**config.mk**
```make
export PLATFORM = sky130hd
export DESIGN_NAME = fm_derivative_discriminator_flat
export DESIGN_NICKNAME = d
export VERILOG_FILES = /design/src/rtl/fmdd_pkg.sv /design/src/rtl/fmdd_in_if.sv /design/src/rtl/fmdd_out_if.sv /design/src/rtl/fmdd_mac.sv /design/src/rtl/fmdd_div.sv /design/src/rtl/fm_derivative_discriminator.sv /design/src/flat_wrapper.sv
export SDC_FILE = /design/constraint.sdc
export NUM_CORES = 1
export LEC_CHECK = 0
export BUFFER_PORTS_ARGS = -buffer_cell sky130_fd_sc_hd__buf_4
export CORE_AREA = 2 2 263 265
export CTS_CLUSTER_SIZE = 10
export DETAILED_ROUTE_END_ITERATION = 8
export DIE_AREA = 0 0 265 267
export GPL_ROUTABILITY_DRIVEN = 0
export GPL_TIMING_DRIVEN = 0
export PLACE_DENSITY = 0.55
export SETUP_SLACK_MARGIN = 0.3
export SLEW_MARGIN = 20
export SYNTH_ARGS = -nofsm -noshare
export SYNTH_HDL_FRONTEND = slang
export SYNTH_HIERARCHICAL = 1
export SYNTH_SLANG_ARGS = --single-unit
```
**constraint.sdc**
```tcl
create_clock -name clk -period 7.6 [get_ports clk]
set_input_delay 1.52 -clock clk [delete_from_list [all_inputs] [get_ports clk]]
set_output_delay 1.52 -clock clk [all_outputs]
set_load 0.01 [all_outputs]
```
**src/rtl/fmdd_pkg.sv**
```systemverilog
package fmdd_pkg;

    // width of the sample fields on the input channel
    localparam int FIELD_WIDTH    = 16;
    // sample format: one integer bit, SAMPLE_WIDTH-1 fraction bits
    localparam int SAMPLE_WIDTH   = 16;
    localparam int OUT_FRAC_BITS  = 16;
    localparam int OUT_WIDTH      = 32;
    localparam int STATUS_WIDTH   = 2;

    localparam int INT_BITS       = OUT_WIDTH - OUT_FRAC_BITS;
    localparam int PROD_WIDTH     = 2 * SAMPLE_WIDTH;
    localparam int ACC_WIDTH      = PROD_WIDTH + 2;
    localparam int TERM_WIDTH     = SAMPLE_WIDTH + 1;
    // quotient carries one extra bit below the output LSB for rounding
    localparam int QUO_WIDTH      = OUT_WIDTH + 1;
    localparam int MAC_CNT_WIDTH  = $clog2(SAMPLE_WIDTH);
    localparam int DIV_CNT_WIDTH  = $clog2(QUO_WIDTH);

    localparam logic [OUT_WIDTH-1:0] POS_LIMIT = {1'b0, {(OUT_WIDTH-1){1'b1}}};
    localparam logic [OUT_WIDTH-1:0] NEG_LIMIT = {1'b1, {(OUT_WIDTH-1){1'b0}}};

    typedef enum logic [STATUS_WIDTH-1:0] {
        ST_NORMAL = 2'd0,
        ST_ZERO   = 2'd1,
        ST_SAT    = 2'd2
    } status_t;

    // numerator magnitude, its sign and the denominator
    typedef struct packed {
        logic                  num_neg;
        logic [PROD_WIDTH-1:0] num_mag;
        logic [PROD_WIDTH-1:0] den;
    } fmdd_frac_t;

    typedef struct packed {
        logic [OUT_WIDTH-1:0] value;
        status_t              status;
    } fmdd_result_t;

endpackage

```
**src/rtl/fmdd_in_if.sv**
```systemverilog
interface fmdd_in_if;
    logic                                        valid;
    logic                                        ready;
    logic signed [fmdd_pkg::FIELD_WIDTH-1:0]     i_sample;
    logic signed [fmdd_pkg::FIELD_WIDTH-1:0]     q_sample;

    modport source (output valid, output i_sample, output q_sample, input ready);
    modport sink   (input valid, input i_sample, input q_sample, output ready);
endinterface

```
**src/rtl/fmdd_out_if.sv**
```systemverilog
interface fmdd_out_if;
    logic                                   valid;
    logic                                   ready;
    logic signed [fmdd_pkg::OUT_WIDTH-1:0]  demod_value;
    logic [fmdd_pkg::STATUS_WIDTH-1:0]      status;

    modport source (output valid, output demod_value, output status, input ready);
    modport sink   (input valid, input demod_value, input status, output ready);
endinterface

```
**src/rtl/fmdd_mac.sv**
```systemverilog
// Bit-serial multiply-accumulate, MSB first (Horner form).
// num = cur_q*prev_i - cur_i*prev_q, den = cur_i^2 + cur_q^2
module fmdd_mac (
    input  logic                                      clk,
    input  logic                                      rst_n,
    input  logic                                      start,
    input  logic signed [fmdd_pkg::SAMPLE_WIDTH-1:0]  cur_i,
    input  logic signed [fmdd_pkg::SAMPLE_WIDTH-1:0]  cur_q,
    input  logic signed [fmdd_pkg::SAMPLE_WIDTH-1:0]  prev_i,
    input  logic signed [fmdd_pkg::SAMPLE_WIDTH-1:0]  prev_q,
    output logic                                      done,
    output fmdd_pkg::fmdd_frac_t                      frac
);

    logic [fmdd_pkg::SAMPLE_WIDTH-1:0]         mi_reg;
    logic [fmdd_pkg::SAMPLE_WIDTH-1:0]         mq_reg;
    logic signed [fmdd_pkg::SAMPLE_WIDTH-1:0]  ci_reg;
    logic signed [fmdd_pkg::SAMPLE_WIDTH-1:0]  cq_reg;
    logic signed [fmdd_pkg::SAMPLE_WIDTH-1:0]  li_reg;
    logic signed [fmdd_pkg::SAMPLE_WIDTH-1:0]  lq_reg;
    logic signed [fmdd_pkg::ACC_WIDTH-1:0]     acc_den_reg;
    logic signed [fmdd_pkg::ACC_WIDTH-1:0]     acc_num_reg;
    logic signed [fmdd_pkg::ACC_WIDTH-1:0]     acc_den_next;
    logic signed [fmdd_pkg::ACC_WIDTH-1:0]     acc_num_next;
    logic [fmdd_pkg::MAC_CNT_WIDTH-1:0]        cnt_reg;
    logic                                      busy_reg;
    logic                                      first_reg;
    logic                                      done_reg;

    logic                                      bit_i;
    logic                                      bit_q;
    logic signed [fmdd_pkg::TERM_WIDTH-1:0]    term_den;
    logic signed [fmdd_pkg::TERM_WIDTH-1:0]    term_num;
    logic signed [fmdd_pkg::ACC_WIDTH-1:0]     ext_den;
    logic signed [fmdd_pkg::ACC_WIDTH-1:0]     ext_num;
    logic [fmdd_pkg::ACC_WIDTH-1:0]            num_abs;

    assign bit_i = mi_reg[fmdd_pkg::SAMPLE_WIDTH-1];
    assign bit_q = mq_reg[fmdd_pkg::SAMPLE_WIDTH-1];

    always_comb
    begin
        term_den = (bit_i ? {ci_reg[fmdd_pkg::SAMPLE_WIDTH-1], ci_reg} : '0)
                 + (bit_q ? {cq_reg[fmdd_pkg::SAMPLE_WIDTH-1], cq_reg} : '0);
        term_num = (bit_q ? {li_reg[fmdd_pkg::SAMPLE_WIDTH-1], li_reg} : '0)
                 - (bit_i ? {lq_reg[fmdd_pkg::SAMPLE_WIDTH-1], lq_reg} : '0);
        ext_den  = fmdd_pkg::ACC_WIDTH'(term_den);
        ext_num  = fmdd_pkg::ACC_WIDTH'(term_num);
        // sign bit of the multiplier carries negative weight
        acc_den_next = (acc_den_reg <<< 1) + (first_reg ? -ext_den : ext_den);
        acc_num_next = (acc_num_reg <<< 1) + (first_reg ? -ext_num : ext_num);
    end

    always_ff @(posedge clk or negedge rst_n)
    begin
        if (!rst_n)
        begin
            busy_reg  <= 1'b0;
            first_reg <= 1'b0;
            done_reg  <= 1'b0;
            cnt_reg   <= '0;
        end
        else
        begin
            done_reg <= busy_reg && !start
                     && (cnt_reg == fmdd_pkg::MAC_CNT_WIDTH'(fmdd_pkg::SAMPLE_WIDTH - 1));
            if (start)
            begin
                busy_reg  <= 1'b1;
                first_reg <= 1'b1;
                cnt_reg   <= '0;
            end
            else if (busy_reg)
            begin
                first_reg <= 1'b0;
                cnt_reg   <= cnt_reg + 1'b1;
                if (cnt_reg == fmdd_pkg::MAC_CNT_WIDTH'(fmdd_pkg::SAMPLE_WIDTH - 1))
                begin
                    busy_reg <= 1'b0;
                end
            end
        end
    end

    always_ff @(posedge clk)
    begin
        if (start)
        begin
            mi_reg      <= cur_i;
            mq_reg      <= cur_q;
            ci_reg      <= cur_i;
            cq_reg      <= cur_q;
            li_reg      <= prev_i;
            lq_reg      <= prev_q;
            acc_den_reg <= '0;
            acc_num_reg <= '0;
        end
        else if (busy_reg)
        begin
            mi_reg      <= mi_reg << 1;
            mq_reg      <= mq_reg << 1;
            acc_den_reg <= acc_den_next;
            acc_num_reg <= acc_num_next;
        end
    end

    assign num_abs = acc_num_reg[fmdd_pkg::ACC_WIDTH-1] ? -acc_num_reg : acc_num_reg;

    assign done         = done_reg;
    assign frac.num_neg = acc_num_reg[fmdd_pkg::ACC_WIDTH-1];
    assign frac.num_mag = num_abs[fmdd_pkg::PROD_WIDTH-1:0];
    assign frac.den     = acc_den_reg[fmdd_pkg::PROD_WIDTH-1:0];

endmodule

```
**src/rtl/fmdd_div.sv**
```systemverilog
// Restoring divider, one quotient bit per cycle, then round and saturate.
module fmdd_div (
    input  logic                    clk,
    input  logic                    rst_n,
    input  logic                    start,
    input  fmdd_pkg::fmdd_frac_t    frac,
    output logic                    done,
    output fmdd_pkg::fmdd_result_t  result
);

    typedef enum logic [2:0] {
        D_IDLE,
        D_CHECK,
        D_RUN,
        D_ROUND,
        D_PACK
    } div_state_t;

    div_state_t                          state_reg;
    logic                                neg_reg;
    logic                                sat_reg;
    logic [fmdd_pkg::PROD_WIDTH-1:0]     den_reg;
    logic [fmdd_pkg::PROD_WIDTH:0]       rem_reg;
    logic [fmdd_pkg::QUO_WIDTH-1:0]      dvd_reg;
    logic [fmdd_pkg::QUO_WIDTH-1:0]      quo_reg;
    logic [fmdd_pkg::OUT_WIDTH:0]        mag_reg;
    logic [fmdd_pkg::DIV_CNT_WIDTH-1:0]  cnt_reg;
    logic                                done_reg;
    fmdd_pkg::fmdd_result_t              result_reg;

    logic [fmdd_pkg::PROD_WIDTH:0]       trial;
    logic                                trial_ge;
    logic [fmdd_pkg::OUT_WIDTH-1:0]      limit;
    logic                                over;
    logic [fmdd_pkg::OUT_WIDTH-1:0]      lim_mag;

    always_comb
    begin
        trial    = {rem_reg[fmdd_pkg::PROD_WIDTH-1:0], dvd_reg[fmdd_pkg::QUO_WIDTH-1]};
        trial_ge = trial >= {1'b0, den_reg};
        limit    = neg_reg ? fmdd_pkg::NEG_LIMIT : fmdd_pkg::POS_LIMIT;
        over     = sat_reg || (mag_reg > {1'b0, limit});
        lim_mag  = over ? limit : mag_reg[fmdd_pkg::OUT_WIDTH-1:0];
    end

    always_ff @(posedge clk or negedge rst_n)
    begin
        if (!rst_n)
        begin
            state_reg  <= D_IDLE;
            done_reg   <= 1'b0;
            neg_reg    <= 1'b0;
            sat_reg    <= 1'b0;
            den_reg    <= '0;
            rem_reg    <= '0;
            dvd_reg    <= '0;
            quo_reg    <= '0;
            mag_reg    <= '0;
            cnt_reg    <= '0;
            result_reg <= '0;
        end
        else
        begin
            done_reg <= (state_reg == D_PACK);
            unique case (state_reg)
                D_IDLE:
                begin
                    if (start)
                    begin
                        neg_reg   <= frac.num_neg;
                        den_reg   <= frac.den;
                        rem_reg   <= (fmdd_pkg::PROD_WIDTH + 1)'(frac.num_mag >> fmdd_pkg::INT_BITS);
                        dvd_reg   <= {frac.num_mag[fmdd_pkg::INT_BITS-1:0],
                                      {(fmdd_pkg::OUT_FRAC_BITS + 1){1'b0}}};
                        quo_reg   <= '0;
                        cnt_reg   <= '0;
                        state_reg <= D_CHECK;
                    end
                end
                D_CHECK:
                begin
                    // integer part too large for the output word
                    sat_reg   <= rem_reg >= {1'b0, den_reg};
                    state_reg <= (rem_reg >= {1'b0, den_reg}) ? D_PACK : D_RUN;
                end
                D_RUN:
                begin
                    rem_reg <= trial_ge ? (trial - {1'b0, den_reg}) : trial;
                    quo_reg <= {quo_reg[fmdd_pkg::QUO_WIDTH-2:0], trial_ge};
                    dvd_reg <= dvd_reg << 1;
                    cnt_reg <= cnt_reg + 1'b1;
                    if (cnt_reg == fmdd_pkg::DIV_CNT_WIDTH'(fmdd_pkg::QUO_WIDTH - 1))
                    begin
                        state_reg <= D_ROUND;
                    end
                end
                D_ROUND:
                begin
                    // half LSB decides, ties away from zero
                    mag_reg   <= {1'b0, quo_reg[fmdd_pkg::QUO_WIDTH-1:1]}
                               + (fmdd_pkg::OUT_WIDTH + 1)'(quo_reg[0]);
                    state_reg <= D_PACK;
                end
                D_PACK:
                begin
                    result_reg.value  <= neg_reg ? -lim_mag : lim_mag;
                    result_reg.status <= over ? fmdd_pkg::ST_SAT : fmdd_pkg::ST_NORMAL;
                    state_reg         <= D_IDLE;
                end
                default:
                begin
                    state_reg <= D_IDLE;
                end
            endcase
        end
    end

    assign done   = done_reg;
    assign result = result_reg;

endmodule

```
**src/rtl/fm_derivative_discriminator.sv**
```systemverilog
// Channel   Dir  Payload                          Handshake
// in_ch     in   i_sample[15:0], q_sample[15:0]   valid/ready
// out_ch    out  demod_value[31:0], status[1:0]   valid/ready
//
// One item at a time: after acceptance the 16-step serial multiplier and the
// 33-step restoring divider run in turn, and the result is loaded into the
// output register. An all-zero I/Q pair skips both and is loaded as a
// zero-magnitude result.
// Reset clears the stored previous pair to zero and empties the output.
// A stalled output holds its item; in_ch.ready returns once the result is loaded.
module fm_derivative_discriminator (
    input  logic        clk,
    input  logic        rst_n,
    fmdd_in_if.sink     in_ch,
    fmdd_out_if.source  out_ch
);

    typedef enum logic [1:0] {
        S_IDLE,
        S_MAC,
        S_DIV,
        S_HOLD
    } top_state_t;

    top_state_t                                 state_reg;
    logic signed [fmdd_pkg::SAMPLE_WIDTH-1:0]   last_i_reg;
    logic signed [fmdd_pkg::SAMPLE_WIDTH-1:0]   last_q_reg;
    fmdd_pkg::fmdd_result_t                     res_reg;
    logic                                       out_valid_reg;
    fmdd_pkg::fmdd_result_t                     out_reg;

    logic signed [fmdd_pkg::SAMPLE_WIDTH-1:0]   cur_i;
    logic signed [fmdd_pkg::SAMPLE_WIDTH-1:0]   cur_q;
    logic                                       accept;
    logic                                       zero_in;
    logic                                       mac_done;
    fmdd_pkg::fmdd_frac_t                       frac;
    logic                                       div_done;
    fmdd_pkg::fmdd_result_t                     div_result;
    logic                                       out_free;
    logic                                       load_out;

    assign cur_i    = in_ch.i_sample[fmdd_pkg::SAMPLE_WIDTH-1:0];
    assign cur_q    = in_ch.q_sample[fmdd_pkg::SAMPLE_WIDTH-1:0];
    assign accept   = in_ch.valid && in_ch.ready;
    assign zero_in  = (cur_i == '0) && (cur_q == '0);
    assign out_free = !out_valid_reg || out_ch.ready;
    assign load_out = (state_reg == S_HOLD) && out_free;

    fmdd_mac u_mac (
        .clk    (clk),
        .rst_n  (rst_n),
        .start  (accept && !zero_in),
        .cur_i  (cur_i),
        .cur_q  (cur_q),
        .prev_i (last_i_reg),
        .prev_q (last_q_reg),
        .done   (mac_done),
        .frac   (frac)
    );

    fmdd_div u_div (
        .clk    (clk),
        .rst_n  (rst_n),
        .start  (mac_done),
        .frac   (frac),
        .done   (div_done),
        .result (div_result)
    );

    always_ff @(posedge clk or negedge rst_n)
    begin
        if (!rst_n)
        begin
            state_reg     <= S_IDLE;
            last_i_reg    <= '0;
            last_q_reg    <= '0;
            res_reg       <= '0;
            out_valid_reg <= 1'b0;
            out_reg       <= '0;
        end
        else
        begin
            if (load_out)
            begin
                out_reg       <= res_reg;
                out_valid_reg <= 1'b1;
            end
            else if (out_valid_reg && out_ch.ready)
            begin
                out_valid_reg <= 1'b0;
            end
            unique case (state_reg)
                S_IDLE:
                begin
                    if (accept)
                    begin
                        last_i_reg <= cur_i;
                        last_q_reg <= cur_q;
                        if (zero_in)
                        begin
                            res_reg.value  <= '0;
                            res_reg.status <= fmdd_pkg::ST_ZERO;
                            state_reg      <= S_HOLD;
                        end
                        else
                        begin
                            state_reg <= S_MAC;
                        end
                    end
                end
                S_MAC:
                begin
                    if (mac_done)
                    begin
                        state_reg <= S_DIV;
                    end
                end
                S_DIV:
                begin
                    if (div_done)
                    begin
                        res_reg   <= div_result;
                        state_reg <= S_HOLD;
                    end
                end
                S_HOLD:
                begin
                    if (out_free)
                    begin
                        state_reg <= S_IDLE;
                    end
                end
                default:
                begin
                    state_reg <= S_IDLE;
                end
            endcase
        end
    end

    assign in_ch.ready        = (state_reg == S_IDLE);
    assign out_ch.valid       = out_valid_reg;
    assign out_ch.demod_value = out_reg.value;
    assign out_ch.status      = out_reg.status;

endmodule

```
**src/flat_wrapper.sv**
```systemverilog
// flat-port wrapper written by rule: the top's interface ports become plain ports
module fm_derivative_discriminator_flat 
  (clk, rst_n, in_ch_valid, in_ch_i_sample, in_ch_q_sample, in_ch_ready, out_ch_valid, out_ch_demod_value, out_ch_status, out_ch_ready);
  fmdd_in_if in_ch_i ();
  fmdd_out_if out_ch_i ();
  input  logic clk;
  input  logic rst_n;
  input wire logic [$bits(in_ch_i.valid)-1:0] in_ch_valid;
  input wire logic [$bits(in_ch_i.i_sample)-1:0] in_ch_i_sample;
  input wire logic [$bits(in_ch_i.q_sample)-1:0] in_ch_q_sample;
  output wire logic [$bits(in_ch_i.ready)-1:0] in_ch_ready;
  output wire logic [$bits(out_ch_i.valid)-1:0] out_ch_valid;
  output wire logic [$bits(out_ch_i.demod_value)-1:0] out_ch_demod_value;
  output wire logic [$bits(out_ch_i.status)-1:0] out_ch_status;
  input wire logic [$bits(out_ch_i.ready)-1:0] out_ch_ready;
  assign in_ch_i.valid = in_ch_valid;
  assign in_ch_i.i_sample = in_ch_i_sample;
  assign in_ch_i.q_sample = in_ch_q_sample;
  assign in_ch_ready = in_ch_i.ready;
  assign out_ch_valid = out_ch_i.valid;
  assign out_ch_demod_value = out_ch_i.demod_value;
  assign out_ch_status = out_ch_i.status;
  assign out_ch_i.ready = out_ch_ready;
  fm_derivative_discriminator u_core (.clk(clk), .rst_n(rst_n), .in_ch(in_ch_i), .out_ch(out_ch_i));
endmodule
```
# Word level (Yosys, flattened, before mapping)
# Cells that the tools add are included.
# W data, S select, Z words.
[classes]
n_lt_le_gt_ge = 3
n_eq_ne = 16
n_reduce_logical = 26
n_addsub = 12
mux = 47
[op_table]
columns = ["operator", "count"]
rows = [
  ["$pmux W33 S2", 3],
  ["$mux W32", 5],
  ["$mux W34", 4],
  ["$mux W33", 4],
  ["$mux W17", 4],
  ["$pmux W34 S2", 1],
  ["$ge A33 B32 Y1", 2],
  ["$mux W16", 4],
  ["$neg A32 Y32", 2],
  ["$add A34 B34 Y34", 1],
  ["$neg A17 Y34", 1],
  ["$add A32 B1 Y33", 1],
  ["$gt A33 B32 Y1", 1],
  ["$sub A33 B32 Y33", 1],
  ["$add A32 B32 Y32", 1],
  ["$logic_not A16 Y1", 2],
  ["$neg A17 Y32", 1],
  ["$add A17 B17 Y17", 1],
  ["$sub A17 B17 Y17", 1],
  ["$mux W2", 6],
  ["$pmux W3 S4", 1],
  ["$pmux W6 S2", 1],
  ["$ne A2 B2 Y1 const B", 5],
  ["$mux W3", 3],
  ["22 further kinds", 48],
]
[word_totals]
wordCells = 136
in_bits = 36
register_bits = 482
output_inout_bits = 36

# Longest topological paths before layout
# Gate-level depths: netlist of the first run.
[logic_depth]
word_depth = 7
ltp_mapped = 26
mapped_depth_nobuf = 25

# By module
# The synthesis of the first run kept the hierarchy.
[by_module_without_submodules]
columns = ["module", "instances", "seq_area_each_um2", "cells_per_inst", "area_each_um2"]
rows = [
  ["fmdd_mac", 1, 4379.2, 1290, 12216.7],
  ["fmdd_div", 1, 4804.6, 1364, 12116.6],
  ["fm_derivative_discriminator", 1, 2577.5, 350, 4724.5],
]

# Least setup slack after synthesis of the first run
# OpenSTA, ideal clock, no wires.
[synth_timing]
kind = "input -> register"
start = "input in_ch_valid"
end = "register u_core/u_mac/mi_reg[0] in the netlist's numbering, enable pin"
required_time_ps = 7213
arrival_time_ps = 6044
n_path_buf = 3
path_stages = 7
slack_ps = 1169
setup_time_ps = 387
path_cell_list = "nand2_1 clkbuf_1 nor2b_1 clkbuf_1 nor2_1 clkbuf_1 inv_1"
[synth_via]
elab_chain_len = 3
[synth_rtl]
columns = ["element", "line", "source"]
rows = [
  ["start: declaration", "flat_wrapper.sv:8", "input wire logic [$bits(in_ch_i.valid)-1:0] in_ch_valid;"],
  ["$logic_and A1 B1 Y1", "fm_derivative_discriminator.sv:45", "assign accept = in_ch.valid && in_ch.ready;"],
  ["$logic_and A1 B1 Y1", "fm_derivative_discriminator.sv:53", ".start (accept && !zero_in),"],
  ["$reduce_bool A2 Y1 (no line)", "-", ""],
  ["end signal: assignment", "fmdd_mac.sv:89", "mi_reg <= cur_i;"],
  ["end signal: assignment", "fmdd_mac.sv:100", "mi_reg <= mi_reg << 1;"],
  ["end: declaration", "fmdd_mac.sv:15", "logic [fmdd_pkg::SAMPLE_WIDTH-1:0] mi_reg;"],
]
# Every way passes these cells.
# A chain may end at the register's enable or synchronous reset.

# Worst setup path after layout of the first run
[layout_timing]
start = "register u_core/u_mac/mi_reg[15] in the netlist's numbering"
end = "register u_core/u_mac/acc_num_reg[33] in the netlist's numbering"
[layout_via]
elab_chain_len = 5
[layout_rtl]
columns = ["element", "line", "source"]
rows = [
  ["$mux W17 *", "fmdd_mac.sv:46", "- (bit_i ? {lq_reg[fmdd_pkg::SAMPLE_WIDTH-1], lq_reg} : '0);"],
  ["$sub A17 B17 Y17 *", "fmdd_mac.sv:46", ""],
  ["$neg A17 Y34", "fmdd_mac.sv:51", "acc_num_next = (acc_num_reg <<< 1) + (first_reg ? -ext_num : ext_num);"],
  ["$mux W34 *", "fmdd_mac.sv:51", ""],
  ["$add A34 B34 Y34 *", "fmdd_mac.sv:51", ""],
  ["end signal: assignment", "fmdd_mac.sv:103", "acc_num_reg <= acc_num_next;"],
  ["end: declaration", "fmdd_mac.sv:22", "logic signed [fmdd_pkg::ACC_WIDTH-1:0] acc_num_reg;"],
]
# Mark *: on every way between the ends. The rest lies on a longest branch, timed or not.

==> flow_summary.yaml, run 1 <==
route:
  drt-initial-drc-count: 1497
  vias_per_cell: 5.72
  drtPass1Iterations: 5
  routed_wl_mm: 80.2
  wl_per_cell_um: 19.8
  drtAntennaViolNets: 0
  drc: 0
  num_vias: 23200
timing:
  final.period_utilization: 0.904
  slew_viol_final: 0
  tns_ps: 0
  finClkSkew_ps: 18.7
  maxSlewHeadroom: 0.315
  timing.fmax_mhz: 146
  period_needed_ps: 6870
  worst_pin_slew_ps: 1020
  whs_ps: 440
  rsz0062_at_grt: "false"
  final-hold-violation-count: 0
  setup_ws_ps: 732
  setup-violations-final: 0
critical_path:
  worstSetupPathType: "flop to flop"
  crit_required_ps: 8090
  crit_slowest_cell: "clkbuf_1"
  slowest_delay_ps: 440
  critPathCaptureType: "flop"
  r2r_start: "u_core/u_mac/mi_reg[15]$_DFFE_PP_"
  ff2ff_setup_slack_ps: 730
  cp_max_fo: 10
  arrival_ps: 7350
  cp_common_cell: "a21oi_1"
  cp-startpoint: "u_core/u_mac/mi_reg[15]$_DFFE_PP_"
  cp-start-kind: "flop"
clocking:
  clockBufferDepth: 3
  clock_latency_ps: 610
  cts_tree: "done"
  cts_hold_buf: 0
  cts-root-buf: "clkbuf_16"
  cts.repair.resized: 0
  htree_levels: 2
  cts_buffers: 56
  post_cts_buffers: 0
  cts_sinks: 464
  clk_pin_slew_ps: 60
logic_synthesis:
  synth.area.top_cells: "dfrtp_1, edfxtp_1, ha_1"
  synth_cell_type_count: 102
  ys_ff_latch: 464
  ys_async_sr_fraction: 0.651
  yosys_warnings: 6
  synth_area_leader_cell: "dfrtp_1"
  synth_ff_type: "dfrtp_1"
  synth_nets: 3250
  ys_seq_area_frac: 0.405
  synth_area_um2: 29100
  synth_edf_count: 96
  syn_avg_cell_area_um2: 9.67
  synthCells: 3004
  yosysTopAreaCellShare: 0.260
placed_design:
  post-place-ws_ps: 807
  dp_hpwl_mm: 60.8
  port_buffers: 71
final_layout:
  fin_util: 0.478
  layout_common_cells: "dfrtp_1, nand2_1, o21ai_0"
  nets: 3384
  antenna_cells: 0
  syn_to_final_growth_pct: 11.8
  drive_above_1_share: 0.0986
  final_common_cell: "dfrtp_1"
floorplan:
  start_util: 0.427
  io_pins: 72
  core_area_um2: 68000
  fp.dieH_um: 267
  fp.dieW_um: 265
  num_rows: 96
  dieArea_um2: 70800
grt:
  grt_pass1_vias: 23300
  grt_overflow: 0
  grt_pass1_wl_mm: 129
  antenna_found_initial: 0
  track_usage: 0.226
  grt_start_max_net_pins: 83
run_status:
  status: "finished, final reports clean"
hold_path:
  hold_path.class: "flop to flop"
  min_from: "u_core/last_i_reg[13]$_DFFE_PN0P_"
pwr:
  p_leak_nw: 14.8
  powerDensity_nw_per_um2: 156
  vdd_drop_max_mv: 0.152
  finalPower_mw: 5.06
job:
  drv_cap: 0
[layer usage]
metal  up-vias  routed length [um]  GRT usage
met1     11300               38200      0.318
met2       515               37000      0.372
met4         0                1680     0.0551
li1      11300                   -          -
met5         -                   0          0
met3       105                3270     0.0237
[synthesized netlist by cell type (all sizes together), types with 9 or more instances]
library cell / n
a21oi: 186
inv: 91
xor2: 66
clkbuf: 111
buf: 29
or3: 21
mux2: 96
o211ai: 28
o22ai: 22
or4: 16
o21a: 18
nor2b: 21
nand4: 36
or2: 9
and2: 59
nor2: 179
mux2i: 126
a211o: 12
o2111ai: 11
nor3: 52
nand2b: 22
edfxtp: 96
a21o: 72
xnor2: 133
nor4: 26
a211oi: 21
o31ai: 33
dfrtp: 302
a31oi: 20
o21ai: 247
and3: 22
dfxtp: 66
nand3: 66
o21bai: 17
ha: 205
nand2: 293
a22o: 40
a22oi: 32
[where the power goes]
| part | internal (mW) | switching (mW) |
|---|---|---|
| clock network | 1.42 | 1.05 |
| registers | 2.53 | 0.000135 |
| logic | 0.0184 | 0.0494 |
| total | 3.97 | 1.10 |
[path summary, 6_finish.rpt]
path,cells past startpoint,end
setup / recovery,26,u_core/u_mac/acc_num_reg[33]$_SDFFE_PP0P_
hold / removal,0,u_core/u_mac/li_reg[13]$_DFFE_PP_
setup reg to reg,26,u_core/u_mac/acc_num_reg[33]$_SDFFE_PP0P_
hold reg to reg,0,u_core/u_mac/li_reg[13]$_DFFE_PP_
max in group asynchronous,4,u_core/u_div/quo_reg[25]$_DFFE_PN0P_
min in group asynchronous,1,u_core/u_div/rem_reg[22]$_DFFE_PN0P_
[critical path, delay by kind of cell (launching register included)]
| family | cells | cell delay [ps] |
|---|---|---|
| xor+xnor | 1 | 250 |
| flops | 1 | 400 |
| simple gates | 7 | 1900 |
| buf+inv | 2 | 510 |
| fa+ha+maj | 3 | 980 |
| compound gates | 13 | 2700 |
[area by class of cell]
class | count | area, um2
well taps | 882 | 1100
flip-flops and latches | 464 | 11800
fillers | 6334 | 35500
repair buffers | 76 | 671
clock inverters | 11 | 100
plain buffers | 140 | 638
multi-input cells | 2307 | 16300
clock buffers | 85 | 1540
inverters | 93 | 349
[per-stage QoR]
stage / std cells / cell area, um2
final: 4058 / 32500
after global routing: 4058 / 32500
after CTS: 4058 / 32500
after detailed placement: 3962 / 30800
after global placement: 3957 / 30700
after floorplan: 3004 / 29100
[cell families (layout without fill, tap and decap cells)]
family / count (synthesis) / count (layout) / share of synthesized area
buffers and inverters: 233 / 405 / 0.0340
AOI/OAI and AO/OA: 822 / 822 / 0.183
DFF: 464 / 464 / 0.405
and+or+nand+nor: 851 / 851 / 0.145
xor gates and xnor gates: 201 / 201 / 0.0615
other: 1 / 1 / 0.000129
muxes: 222 / 222 / 0.0806
adders and majority gates: 210 / 210 / 0.0917
(Power assumes the default switching activity.)
==> inputs of run 2 (changes only) <==
--- a/config.mk
+++ b/config.mk
@@ -7,6 +7,7 @@
 export LEC_CHECK = 0
 export BUFFER_PORTS_ARGS = -buffer_cell sky130_fd_sc_hd__buf_4
 export CORE_AREA = 2 2 263 265
+export CTS_BUF_LIST = sky130_fd_sc_hd__clkbuf_4
 export CTS_CLUSTER_SIZE = 10
 export DETAILED_ROUTE_END_ITERATION = 8
 export DIE_AREA = 0 0 265 267
==> run 2 against run 1 <==
Compared with the run above:
- core utilization is 0.18 points higher
- clock skew up 76 ps
- clock power shrank 3%
- clock-buffer cell count up 118
- combinational power increased by 0.6%
- critical path type unchanged
- via count rose by 2.3%
- first-iteration DRC count is 11% lower
- worst hold slack worse by 7.1 ps
- highest routed layer is now met5
==> flow_summary.yaml, run 2 (same netlist as run 1, synthesis figures left out) <==
run_status:
  status: "finished, final reports clean"
final_layout:
  fin_util: 0.480
  stdcell_area_um2: 32600
  multi_input_area_um2: 16300
  drive_above_1_share: 0.141
  layout_common_cells: "dfrtp_1, nand2_1, o21ai_0"
  syn_to_final_growth_pct: 12.2
  seqCellArea_um2: 11800
  final_common_cell: "dfrtp_1"
  n_fill_cell: 6442
  fin_cells: 4212
  nets: 3465
clocking:
  cts_buffers: 137
  cts_sinks: 464
  cts_tree: "done"
  clk_pin_slew_ps: 80
  clock_latency_ps: 1000
  cts-root-buf: "clkbuf_4"
  cts.repair.resized: 0
  clockBufferDepth: 3
  post_cts_buffers: 0
  htree_levels: 4
  cts_hold_buf: 0
timing:
  worst_pin_slew_ps: 1020
  final.period_utilization: 0.914
  final-hold-violation-count: 0
  maxSlewHeadroom: 0.320
  slew_viol_final: 0
  finClkSkew_ps: 94.3
  tns_ps: 0
  period_needed_ps: 6950
  timing.fmax_mhz: 144
  rsz0062_at_grt: "false"
  setup-violations-final: 0
critical_path:
  crit_path_end: "u_core/u_mac/acc_num_reg[33]$_SDFFE_PP0P_"
  ff2ff_setup_slack_ps: 650
  cp-start-kind: "flop"
  cp-startpoint: "u_core/u_mac/mi_reg[15]$_DFFE_PP_"
  crit_required_ps: 8420
  worstSetupPathType: "flop to flop"
  arrival_ps: 7770
  r2r_end: "u_core/u_mac/acc_num_reg[33]$_SDFFE_PP0P_"
  r2r_start: "u_core/u_mac/mi_reg[15]$_DFFE_PP_"
  worst_r2r_path_depth: 26
  critPathCaptureType: "flop"
  cp_max_fo: 10
route:
  vias_per_cell: 5.64
  drc: 0
  num_vias: 23800
  drtAntennaViolNets: 0
  drt-initial-drc-count: 1331
  drtPass1Iterations: 6
  routed_wl_mm: 80.6
  wl_per_cell_um: 19.1
floorplan:
  fp.dieW_um: 265
  dieArea_um2: 70800
  fp.dieH_um: 267
  io_pins: 72
  start_util: 0.427
  num_rows: 96
  core_area_um2: 68000
grt:
  grt_pass1_vias: 23900
  track_usage: 0.230
  antenna_found_initial: 2
  grt_start_max_net_pins: 83
  grt_overflow: 0
  grt_pass1_wl_mm: 129
placed_design:
  port_buffers: 71
  dp_hpwl_mm: 60.8
  dpl.cell_count: 3962
  placed_area_um2: 30800
hold_path:
  hold_path.class: "flop to flop"
  hold_depth: 0
pwr:
  vdd_drop_max_mv: 0.125
  powerDensity_nw_per_um2: 153
  p_leak_nw: 15.0
job:
  drv_cap: 0
## run 2: cell count changes in the layout (fill, tap and decap cells not counted), sizes merged
cell	delta
clkbuf	+118
clkinvlp	+8
inv	+3
bufinv	-1
clkinv	+21
diode	+5
## run 2: worst min path at each step
stage                                            from                              endpoint  slack [ps]
CTS                                             rst_n  u_core/u_div/rem_reg[22]$_DFFE_PN0P_         380
detailed placement  u_core/last_i_reg[13]$_DFFE_PN0P_     u_core/u_mac/li_reg[13]$_DFFE_PP_         430
global placement    u_core/last_q_reg[15]$_DFFE_PN0P_     u_core/u_mac/lq_reg[15]$_DFFE_PP_         430
finish              u_core/last_i_reg[14]$_DFFE_PN0P_     u_core/u_mac/li_reg[14]$_DFFE_PP_         430
floorplan            u_core/last_i_reg[0]$_DFFE_PN0P_      u_core/u_mac/li_reg[0]$_DFFE_PP_         420
global route        u_core/last_i_reg[14]$_DFFE_PN0P_     u_core/u_mac/li_reg[14]$_DFFE_PP_         430
## run 2: layer usage
metal  vias to the layer above  GRT usage  routed length, um
li1                      11500          -                  -
met1                     11500      0.314              37900
met2                       610      0.369              37000
met3                       141     0.0364               3780
met4                         2     0.0821               2010
met5                         -          0                 13
## run 2: area by class of cell
cell class / count / area share
Inverter: 93 / 0.0107
Tap cell: 882 / 0.0338
Timing Repair Buffer: 76 / 0.0206
Buffer: 140 / 0.0196
Multi-Input combinational cell: 2307 / 0.501
Sequential cell: 464 / 0.361
Clock inverter: 42 / 0.00702
Antenna cell: 5 / 0.000384
Clock buffer: 203 / 0.0467
## run 2: metrics by stage
stage | hold slack, ps | setup WS [ps] | power (mW)
floorplan | 419 | 1170 | 2.58
global placement | 426 | -1440 | 2.64
detailed placement | 432 | 807 | 2.65
CTS | 379 | 706 | 5.09
global route | 434 | 327 | 5.22
finish | 432 | 651 | 4.98
## run 2: critical path, stage by stage, from the launching register on
cell and delay (ps):
edfxtp_1 410, clkbuf_1 450, and2_1 210, ha_1 200
inv_1 70, fa_1 400, a211o_1 370, a21oi_1 160
o311a_1 230, nand4b_1 130, o21bai_4 220, or3_1 360
or3_1 360, or3b_1 450, nand3_1 270, o21ai_1 120
ha_1 390, a21oi_1 160, o211ai_1 140, a211oi_1 340
o311ai_0 190, a211o_1 320, nand2_1 130, o21ai_0 100
a21oi_1 180, xnor3_1 250, a22o_1 190
## run 2: power breakdown
group          total (mW)  internal (mW)  switching, mW
registers            2.53           2.53       0.000136
logic              0.0682         0.0184         0.0497
clock network        2.38           1.24           1.15
total                4.98           3.79           1.20
